File: config.mk
export PLATFORM = sky130hd
export DESIGN_NAME = best_fit_chunk_allocator
export DESIGN_NICKNAME = d
export VERILOG_FILES = /design/src/design/bfca_pkg.sv /design/src/design/best_fit_chunk_allocator.sv /design/src/design/bfca_ram.sv /design/src/design/bfca_pick.sv
export SDC_FILE = /design/constraint.sdc
export NUM_CORES = 2
export LEC_CHECK = 0
export BUFFER_PORTS_ARGS = -buffer_cell sky130_fd_sc_hd__clkbuf_2
export CAP_MARGIN = 25
export CELL_PAD_IN_SITES_DETAIL_PLACEMENT = 1
export CELL_PAD_IN_SITES_GLOBAL_PLACEMENT = 2
export CORE_MARGIN = 3
export CORE_UTILIZATION = 35
export DETAILED_ROUTE_END_ITERATION = 7
export MAX_ROUTING_LAYER = met4
export PLACE_DENSITY_LB_ADDON = 0.1
export SLEW_MARGIN = 20
export SYNTH_ARGS = -nofsm -noshare
export SYNTH_HDL_FRONTEND = slang
export SYNTH_SLANG_ARGS = --single-unit
File: constraint.sdc
create_clock -name clk -period 6.5 [get_ports clk]
set_clock_uncertainty 0.15 [all_clocks]
set_input_delay 1.3 -clock clk [delete_from_list [all_inputs] [get_ports clk]]
set_output_delay 1.3 -clock clk [all_outputs]
set_load 0.05 [all_outputs]
File: src/design/bfca_pkg.sv
`timescale 1ns / 1ps
`default_nettype none

package bfca_pkg;

	localparam int MAX_CHUNKS = 64;
	localparam int SIZE_BITS  = 32;

	// widths of the fields at the ports
	localparam int INDEX_FIELD_W = 6;
	localparam int SIZE_FIELD_W  = 32;
	localparam int COUNT_FIELD_W = 7;

	localparam int IDX_W = (MAX_CHUNKS > 1) ? $clog2(MAX_CHUNKS) : 1;
	localparam int CNT_W = $clog2(MAX_CHUNKS + 1);

	localparam logic REQ_LOAD  = 1'b0;
	localparam logic REQ_ALLOC = 1'b1;

	typedef struct packed {
		logic fits;
		logic take;
	} pick_t;

endpackage

`default_nettype wire

File: src/design/best_fit_chunk_allocator.sv
`timescale 1ns / 1ps
`default_nettype none

// Best-fit chunk allocator.
// Input channel (in_valid / in_stall) carries req_type, chunk_index and amount.
// A load item (req_type 0) writes one chunk size into the table in the cycle
// it is transferred and gives no result; the next item can follow at once.
// An allocate item (req_type 1) walks entries 0 to chunk_count-1 through one
// read port of the table, one entry a cycle, with a single comparator keeping
// the best candidate. After the walk, out_valid rises in the cycle the reduced
// size is written back (the write-back happens only when a fitting entry was
// found). in_stall is high for the whole walk and until the result is
// registered, so a new item is taken only after the last one is through.
// Output channel (out_valid / out_stall) carries found, picked_index and
// left_over from a result register; a pending result holds while out_stall
// is high and a new item may be transferred in the meantime, the next
// allocation waiting at its end until the register frees up.
// chunk_count is written through cfg_valid / cfg_ready while idle.
// Reset (arst_n low) clears chunk_count and marks every table entry as zero
// through per-entry valid bits; no clearing pass is needed.

module best_fit_chunk_allocator
	import bfca_pkg::*;
(
	input  wire logic                     clk,
	input  wire logic                     arst_n,
	input  wire logic                     cfg_valid,
	output logic                          cfg_ready,
	input  wire logic [COUNT_FIELD_W-1:0] chunk_count,
	input  wire logic                     in_valid,
	output logic                          in_stall,
	input  wire logic                     req_type,
	input  wire logic [INDEX_FIELD_W-1:0] chunk_index,
	input  wire logic [SIZE_FIELD_W-1:0]  amount,
	output logic                          out_valid,
	input  wire logic                     out_stall,
	output logic                          found,
	output logic [INDEX_FIELD_W-1:0]      picked_index,
	output logic [SIZE_FIELD_W-1:0]       left_over
);

	typedef enum logic [1:0] {
		ST_IDLE,
		ST_SCAN,
		ST_FIN
	} state_t;

	state_t                   state_q;
	logic [COUNT_FIELD_W-1:0] count_q;
	logic [MAX_CHUNKS-1:0]    vld_q;

	logic [CNT_W-1:0]         limit_q;
	logic [CNT_W-1:0]         issue_q;
	logic [SIZE_BITS-1:0]     amount_q;
	logic [SIZE_BITS-1:0]     best_q;
	logic [IDX_W-1:0]         best_idx_q;
	logic                     have_q;

	logic                     pend_s1;
	logic                     vld_s1;
	logic [IDX_W-1:0]         idx_s1;

	logic                     out_valid_q;
	logic                     found_q;
	logic [INDEX_FIELD_W-1:0] picked_q;
	logic [SIZE_FIELD_W-1:0]  left_q;

	logic                     in_xfer;
	logic                     ld_ok;
	logic [CNT_W-1:0]         limit_d;
	logic                     issue_go;
	logic                     last;
	logic                     fin_go;
	logic [SIZE_BITS-1:0]     cand;
	logic [SIZE_BITS-1:0]     rest;
	logic [SIZE_BITS-1:0]     rdata;
	logic                     ram_we;
	logic [IDX_W-1:0]         ram_waddr;
	logic [SIZE_BITS-1:0]     ram_wdata;
	pick_t                    pick;

	assign in_stall  = (state_q != ST_IDLE);
	assign cfg_ready = (state_q == ST_IDLE);
	assign in_xfer   = in_valid && !in_stall;
	assign ld_ok     = (32'(chunk_index) < 32'(MAX_CHUNKS));
	assign limit_d   = (32'(count_q) > 32'(MAX_CHUNKS)) ? CNT_W'(MAX_CHUNKS)
	                                                    : CNT_W'(count_q);

	assign issue_go = (state_q == ST_SCAN) && (issue_q < limit_q);
	assign last     = pend_s1 && ((CNT_W'(idx_s1) + CNT_W'(1)) == limit_q);
	assign fin_go   = (state_q == ST_FIN) && (!out_valid_q || !out_stall);

	// entries never written read as zero
	assign cand = vld_s1 ? rdata : '0;
	assign rest = best_q - amount_q;

	always_comb begin
		ram_we    = 1'b0;
		ram_waddr = IDX_W'(chunk_index);
		ram_wdata = SIZE_BITS'(amount);
		if (in_xfer && (req_type == REQ_LOAD) && ld_ok) begin
			ram_we = 1'b1;
		end else if (fin_go && have_q) begin
			ram_we    = 1'b1;
			ram_waddr = best_idx_q;
			ram_wdata = rest;
		end
	end

	bfca_ram #(
		.WIDTH(SIZE_BITS),
		.DEPTH(MAX_CHUNKS)
	) u_ram (
		.clk  (clk),
		.we   (ram_we),
		.waddr(ram_waddr),
		.wdata(ram_wdata),
		.re   (issue_go),
		.raddr(issue_q[IDX_W-1:0]),
		.rdata(rdata)
	);

	bfca_pick u_pick (
		.cand   (cand),
		.request(amount_q),
		.best   (best_q),
		.have   (have_q),
		.pick   (pick)
	);

	always_ff @(posedge clk or negedge arst_n) begin
		if (!arst_n) begin
			state_q     <= ST_IDLE;
			count_q     <= '0;
			vld_q       <= '0;
			issue_q     <= '0;
			limit_q     <= '0;
			amount_q    <= '0;
			best_q      <= '0;
			best_idx_q  <= '0;
			have_q      <= 1'b0;
			pend_s1     <= 1'b0;
			out_valid_q <= 1'b0;
			found_q     <= 1'b0;
			picked_q    <= '0;
			left_q      <= '0;
		end else begin
			if (cfg_valid && cfg_ready) begin
				count_q <= chunk_count;
			end
			if (ram_we) begin
				vld_q[ram_waddr] <= 1'b1;
			end
			if (fin_go) begin
				out_valid_q <= 1'b1;
			end else if (out_valid_q && !out_stall) begin
				out_valid_q <= 1'b0;
			end

			pend_s1 <= issue_go;
			if (issue_go) begin
				issue_q <= issue_q + CNT_W'(1);
			end

			unique case (state_q)
				ST_IDLE: begin
					if (in_xfer && (req_type == REQ_ALLOC)) begin
						amount_q <= SIZE_BITS'(amount);
						limit_q  <= limit_d;
						issue_q  <= '0;
						have_q   <= 1'b0;
						state_q  <= (limit_d == '0) ? ST_FIN : ST_SCAN;
					end
				end
				ST_SCAN: begin
					if (pend_s1 && pick.take) begin
						have_q     <= 1'b1;
						best_q     <= cand;
						best_idx_q <= idx_s1;
					end
					if (last) begin
						state_q <= ST_FIN;
					end
				end
				ST_FIN: begin
					if (fin_go) begin
						found_q  <= have_q;
						picked_q <= have_q ? INDEX_FIELD_W'(best_idx_q) : '0;
						left_q   <= have_q ? SIZE_FIELD_W'(rest) : '0;
						state_q  <= ST_IDLE;
					end
				end
				default: begin
					state_q <= ST_IDLE;
				end
			endcase
		end
	end

	// read pipeline tags, payload only
	always_ff @(posedge clk) begin
		if (issue_go) begin
			idx_s1 <= issue_q[IDX_W-1:0];
			vld_s1 <= vld_q[issue_q[IDX_W-1:0]];
		end
	end

	assign out_valid    = out_valid_q;
	assign found        = found_q;
	assign picked_index = picked_q;
	assign left_over    = left_q;

endmodule

`default_nettype wire

File: src/design/bfca_ram.sv
`timescale 1ns / 1ps
`default_nettype none

module bfca_ram #(
	parameter int WIDTH = 32,
	parameter int DEPTH = 64
) (
	input  wire logic                             clk,
	input  wire logic                             we,
	input  wire logic [$clog2(DEPTH)-1:0]         waddr,
	input  wire logic [WIDTH-1:0]                 wdata,
	input  wire logic                             re,
	input  wire logic [$clog2(DEPTH)-1:0]         raddr,
	output logic      [WIDTH-1:0]                 rdata
);

	logic [WIDTH-1:0] mem_q [DEPTH];
	logic [WIDTH-1:0] rdata_q;

	always_ff @(posedge clk) begin
		if (we) begin
			mem_q[waddr] <= wdata;
		end
		if (re) begin
			rdata_q <= mem_q[raddr];
		end
	end

	assign rdata = rdata_q;

endmodule

`default_nettype wire

File: src/design/bfca_pick.sv
`timescale 1ns / 1ps
`default_nettype none

module bfca_pick
	import bfca_pkg::*;
(
	input  wire logic [SIZE_BITS-1:0] cand,
	input  wire logic [SIZE_BITS-1:0] request,
	input  wire logic [SIZE_BITS-1:0] best,
	input  wire logic                 have,
	output pick_t                     pick
);

	// strict less-than keeps the lowest index on a tie
	always_comb begin
		pick.fits = (cand >= request);
		pick.take = pick.fits && (!have || (cand < best));
	end

endmodule

`default_nettype wire
-- Word level (Yosys, flattened, before mapping)
Memories as Yosys holds them, arrays and structs flattened. A register that Yosys moved wholly into a read port is not among the register bits.
Index checks and enable logic that the tools add are counted.
- output and inout bits: 42
- memory bits (writable): 2048
- word-level logic and storage cells: 93
- flip-flop bits (word level): 206
- bits of input ports: 51
- memories kept: 1
- memory list (memory ; depth ; bits a word ; read ports ; clocked after Yosys merged registers in ; wr ports ; line ; source):
    u_ram.mem_q ; 64 ; 32 ; 1 ; 1 ; 1 ; bfca_ram.sv:17 ; logic [WIDTH-1:0] mem_q [DEPTH];
- add/sub/neg operators: 3
- reductions and logical operators: 28
- muxes and demuxes: 29
- bitwise logic cells: 2
- eq/ne operators: 7
- order comparisons: 7
- operators with widths (cell ; number):
    32-bit 2-to-1 mux ; 4
    64-bit bitwise OR ; 1
    32-bit >= comparator ; 1
    32-bit less-than comparator ; 1
    32-bit subtractor ; 1
    7-bit 2-to-1 mux ; 4
    6-bit 2-to-1 mux ; 3
    6-bit by 7-bit less-than comparator with 1-bit output (second input constant) ; 2
    1-bit logical AND ; 12
    1-bit 2-to-1 mux ; 10
    2-bit 2-to-1 mux ; 4
    6-bit by 1-bit adder with 7-bit output (second input constant) ; 1
    7-bit by 1-bit adder with 7-bit output (second input constant) ; 1
    7-bit equality test ; 1
    7-bit > comparator (second input constant) ; 1
    7-bit zero test ; 1
    7-bit less-than comparator ; 1
    1-bit binary-select mux with 6-bit select ; 1
    1-bit demux with 6-bit select ; 1
    6-bit by 1-bit >= comparator with 1-bit output (second input constant) ; 1
    2-bit case mux with 3 select lines ; 1
    2-bit AND reduction ; 3
    3-bit AND reduction ; 2
    2-bit nonzero test ; 3
    other kinds (9) ; 15

-- Logic depth before layout (Yosys ltp)
- depth in word-level cells: 11
- mapped depth: 13
- depth with buffers taken out: 11

-- Cells and area by module
Synthesis repeated with hierarchy kept, for this count alone.
- cells, all modules: 4573
- area, all modules: 91308.8 sq um
- by module, submodules not included (module ; cells each ; area an instance (sq um) ; times used ; sequential area each (sq um)):
    bfca_ram ; 3324 ; 78835.6 ; 1 ; 62459.9
    best_fit_chunk_allocator ; 1020 ; 10884.2 ; 1 ; 5190.0
    bfca_pick ; 229 ; 1589.0 ; 1 ; 0.0

-- Worst setup path before layout
OpenSTA, ideal clock, no wires.
- path kind: register -> register
- start point: register amount_q[0]
- end point: memory u_ram.mem_q[0][26], data pin
- library setup time: 0.702 ns
- setup slack: 0.737 ns
- arrival: 4.912 ns
- buffers on the path: 0
- data required time: 5.648 ns
- period minus slack after synthesis: 5.763 ns
- stages on the path, launching flop included: 11
- path through: dfrtp_1 > ha_1 > inv_1 > fa_1 > a21oi_1 > o22ai_1 > a41oi_1 > o311ai_0 > a21boi_0 > xor2_1 > o21ai_0
- word-level cells in the longest chain between the ends: 3
- ends and longest elaborated chain (item ; line ; source):
    start: declaration ; best_fit_chunk_allocator.sv:54 ; logic [SIZE_BITS-1:0] amount_q;
    start signal: assignment ; best_fit_chunk_allocator.sv:168 ; amount_q <= SIZE_BITS'(amount);
    32-bit subtractor ; best_fit_chunk_allocator.sv:95 ; assign rest = best_q - amount_q;
    32-bit 2-to-1 mux ; best_fit_chunk_allocator.sv:103 ; end else if (fin_go && have_q) begin
    32-bit 2-to-1 mux ; best_fit_chunk_allocator.sv:101 ; if (in_xfer && (req_type == REQ_LOAD) && ld_ok) begin
    via ram_wdata[26] ; best_fit_chunk_allocator.sv:79 ; logic [SIZE_BITS-1:0] ram_wdata;
    end: declaration ; bfca_ram.sv:17 ;
The timed path passes the listed nets, and every way through them passes these cells.

-- Worst setup path after layout
- start point: register best_q[0]
- end point: memory u_ram.mem_q[63][28], data pin
- word-level cells in the longest chain between the ends: 3
- ends and longest elaborated chain (item ; line ; source):
    start: declaration ; best_fit_chunk_allocator.sv:55 ; logic [SIZE_BITS-1:0] best_q;
    start signal: assignment ; best_fit_chunk_allocator.sv:178 ; best_q <= cand;
    32-bit subtractor ; best_fit_chunk_allocator.sv:95 ;
    32-bit 2-to-1 mux ; best_fit_chunk_allocator.sv:103 ;
    32-bit 2-to-1 mux ; best_fit_chunk_allocator.sv:101 ;
    via ram_wdata[28] ; best_fit_chunk_allocator.sv:79 ;
The timed path passes the listed nets, and every way through them passes these cells.

==> summary.md <==
| Metric | Value |
|---|---|
| Outcome | completed |
| Maxcap violations | 0 |
| Delay-heaviest family, CP | compound AO/OA/AOI/OAI gates |
| Reg2reg setup slack | between 2000 and 2500 ps |
| Hold slack | 293 ps |
| Commonest non-fill, non-tap cell in the layout | edfxtp_1 |
| Hpwl dp | between 150000 and 200000 um |
| Drt first pass iters | 5 |
| Routed Wire Length | approximately 250000 um |
| Most frequent cells in the layout | edfxtp_1, mux4_2, clkbuf_16, dfrtp_1, buf_4 |
| Layout cells sized above 1 | 32.0% |
| Die height | roughly 500 um |
| Register area | 0.0677 mm^2 |
| Placed cells | approximately 7600 |
| Worst Path Arrival | a little under 5000 ps |
| GRT busiest layer | met2 |
| Synth warn | 0 |
| Worst-path cell chain | inv_1, ha_1, inv_1, fa_1, a21oi_1, o22ai_1, a41oi_1, a2111oi_0, buf_4, nand2b_1, a221o_1, a21o_2, buf_4 |
| Min-delay worst type | in -> async |
| Cts hold-fix bufs | 0 |
| Worst Setup Slack, final | about 2100 ps |
| GRT met2 Usage | 29.7% |
| Launch point of the worst reg-to-reg path | best_q[0] |
| Post-synth EDFFs | 2087 |
| Largest area contributor in the netlist | edfxtp_1 |
| Die Width | a little over 500 um |
| Synth Cell Area | 0.0907 mm^2 |
| Area of the multi-input gates | around 0.023 mm^2 |
| Wire per inst | 30.4 um |
| Layout Nets | ~4700 |
| Worst setup SP type | register |
| All-Layer GR Usage | 19.3% |
| Vias in the first global route | 46500 |
| Bufs and invs on worst path | 4 |
| Post-synth net total | 4351 |
| Sequential fraction of the synthesis area | 74.6% |
| Drt via density | approximately 5.3 |
| CP max FO | 33 |
| Initial antenna violation count | 38 |
| Worst path required time | 6910 ps |
| RSZ-0062 raised after global routing | no |
| FF+latch count, synth | between 2000 and 2500 |
| Final slew viol count | 0 |
| Die area | around 0.27 mm^2 |
| First-pass GRT wire length | between 300000 and 400000 um |
| Remaining antenna violation count after routing | 0 |
| Least-Margin Pin Slew | about 1000 ps |
| Critical path's largest stage delay | 550 ps |
| Setup Fix Bufs, Post-CTS | 0 |
| Power per cell area | 420 mW/mm^2 |
| Crit. End Element | register |
| Leak Pwr | ~34 nW |
| Clock slew at reported path FFs | 60 ps |
| Post-synth top area share | 69.1% |
| Io pins | 93 |
| Worst reg-to-reg path cell count | 13 |
| Largest net degree at the start of global routing | 87 |
| Tmin final | around 4400 ps |
| Non-Filler Instances | approximately 8100 |
| Area Overhead vs Synth | 16.2% |
| Synth area leaders | edfxtp_1, mux4_2, dfrtp_1 |
| Number of port buffers | 92 |
| Initial drt markers | 3338 |
| Hold Fails Final Rpt | 0 |
| Ys flop type | edfxtp_1 |
| Layout Utilization | about two fifths |
| Setup CP Type | reg -> reg |
| Final Cycle Share | between 60% and 70% |
| TritonCTS clock tree | built |
| Clk sinks | 2286 |
| Setup Slack @ Placement | between 1500 and 2000 ps |
| Total gr overflow | 0 |
| H-tree depth | 5 |
| CTS Root Cell | clkbuf_16 |
| Cts repair resizes | 0 |
| Setup crit end | u_ram.mem_q[63][28] |
| WP depth | 13 |
| Clk_lat worst skew | 900 ps |
| Num CTS Buffers | 277 |
| Row Count | 186 |
| Mapped Cells | 4202 |
| Initial core utilization | 35.2% |
| Crit path from | best_q[0] |
| Core ar. | 0.257 mm^2 |
| Post-synthesis async set-or-reset flop share | 8.71% |
| R2R Path End | u_ram.mem_q[63][28] |
| Global placer's final weighted congestion | ~0.76 |
| Clock Path Buffers | 4 |
| Peak supply drop | 269 uV |
| CP max stage cell | a41oi_1 |
| Fillers | 23900 |
| Residual DRC | 0 |
| Grt met1 use | a little over a quarter |
| Slew HR | 31.2% |
| Setup violations, final | 0 |
| Final TNS setup | 0 ps |
| Unique cell type count in the Yosys netlist | 69 |
| Fmax | 226 MHz |
| GR Layer Usage met3 | 2.96% |
| Vias | about 43000 |
| Average size of a mapped cell | 21.6 um^2 |
-- how the worst min path moves through the flow --
stage / startpoint / endpoint / slack [ps] / cells after the start
final: arst_n / left_over[7] / 290 / 1
after global placement: vld_q[6] / vld_q[6] / 290 / 1
after CTS: arst_n / left_over[7] / 240 / 1
after global routing: arst_n / left_over[7] / 270 / 1
after floorplan: vld_q[10] / vld_q[10] / 280 / 1
after detailed placement: vld_q[54] / vld_q[54] / 300 / 1
-- area by class of cell --
| class | instances | area share (%) |
|---|---|---|
| repair buffers | 274 | 2.05 |
| clock inverters | 111 | 0.932 |
| well taps | 3384 | 4.02 |
| diodes | 12 | 0.0285 |
| inverters | 75 | 0.267 |
| multi-input cells | 1624 | 21.5 |
| flip-flops and latches | 2286 | 64.2 |
| clock buffers | 358 | 7.02 |
-- where the power goes --
group          internal (mW)  switching (mW)
Sequential              16.9           0.576
Combinational           5.23            7.06
Clock                   8.70            5.86
-- per-stage QoR --
step / power, mW / area [um^2]
2_1_floorplan: 25.5 / 90700
3_3_place_gp: 30.3 / 96800
3_5_place_dp: 30.3 / 96900
4_1_cts: 45.1 / 105000
5_1_grt: 46.4 / 105000
6_report: 44.3 / 105000
-- routing by layer --
layer / routed length [um] / vias up
met1: 112000 / 23600
met2: 117000 / 964
met5: 0 / -
li1: - / 18200
met3: 11200 / 392
met4: 6330 / 0
-- cells by family (layout without fill, tap and decap cells) --
logic type,Yosys count,in the layout,share of synthesized area (%)
muxes,755,755,18.0
xor gates and xnor gates,37,37,0.357
DFF,2286,2286,74.6
other,0,12,0
AOI/OAI and AO/OA,308,308,2.19
adders and majority gates,101,101,1.40
buffers and inverters,292,818,1.25
and+or+nand+nor,423,423,2.23
-- flip-flops by register name, indices dropped and copies added, names as in the netlist, 2 cells and up --
name,flops
left_over,32
amount_q,32
state_q,2
issue_q,7
picked_index,6
count_q,7
u_ram.rdata,32
best_idx_q,6
vld_q,64
best_q,32
u_ram.mem_q,2048
idx_s1,6
limit_q,7
-- Yosys cell counts, types with 8 or more instances --
cell      number
nand4_1       15
inv_1         75
a21oi_1       59
xnor2_1       23
nand2_1      145
edfxtp_1    2087
o21a_1         8
xor2_1        14
dfrtp_1      199
o21ai_0       94
nand2b_1      15
mux4_2       693
nand3_1       22
a31oi_1       13
ha_1          97
nor2_1       103
mux2_2        48
a21o_1        21
nor3_1        12
buf_1         66
and2_1        37
nor2b_1       13
a22o_1        18
o21bai_1      35
clkbuf_1     144
or2_2         33
a211oi_1       8
(Power assumes the default switching activity.)
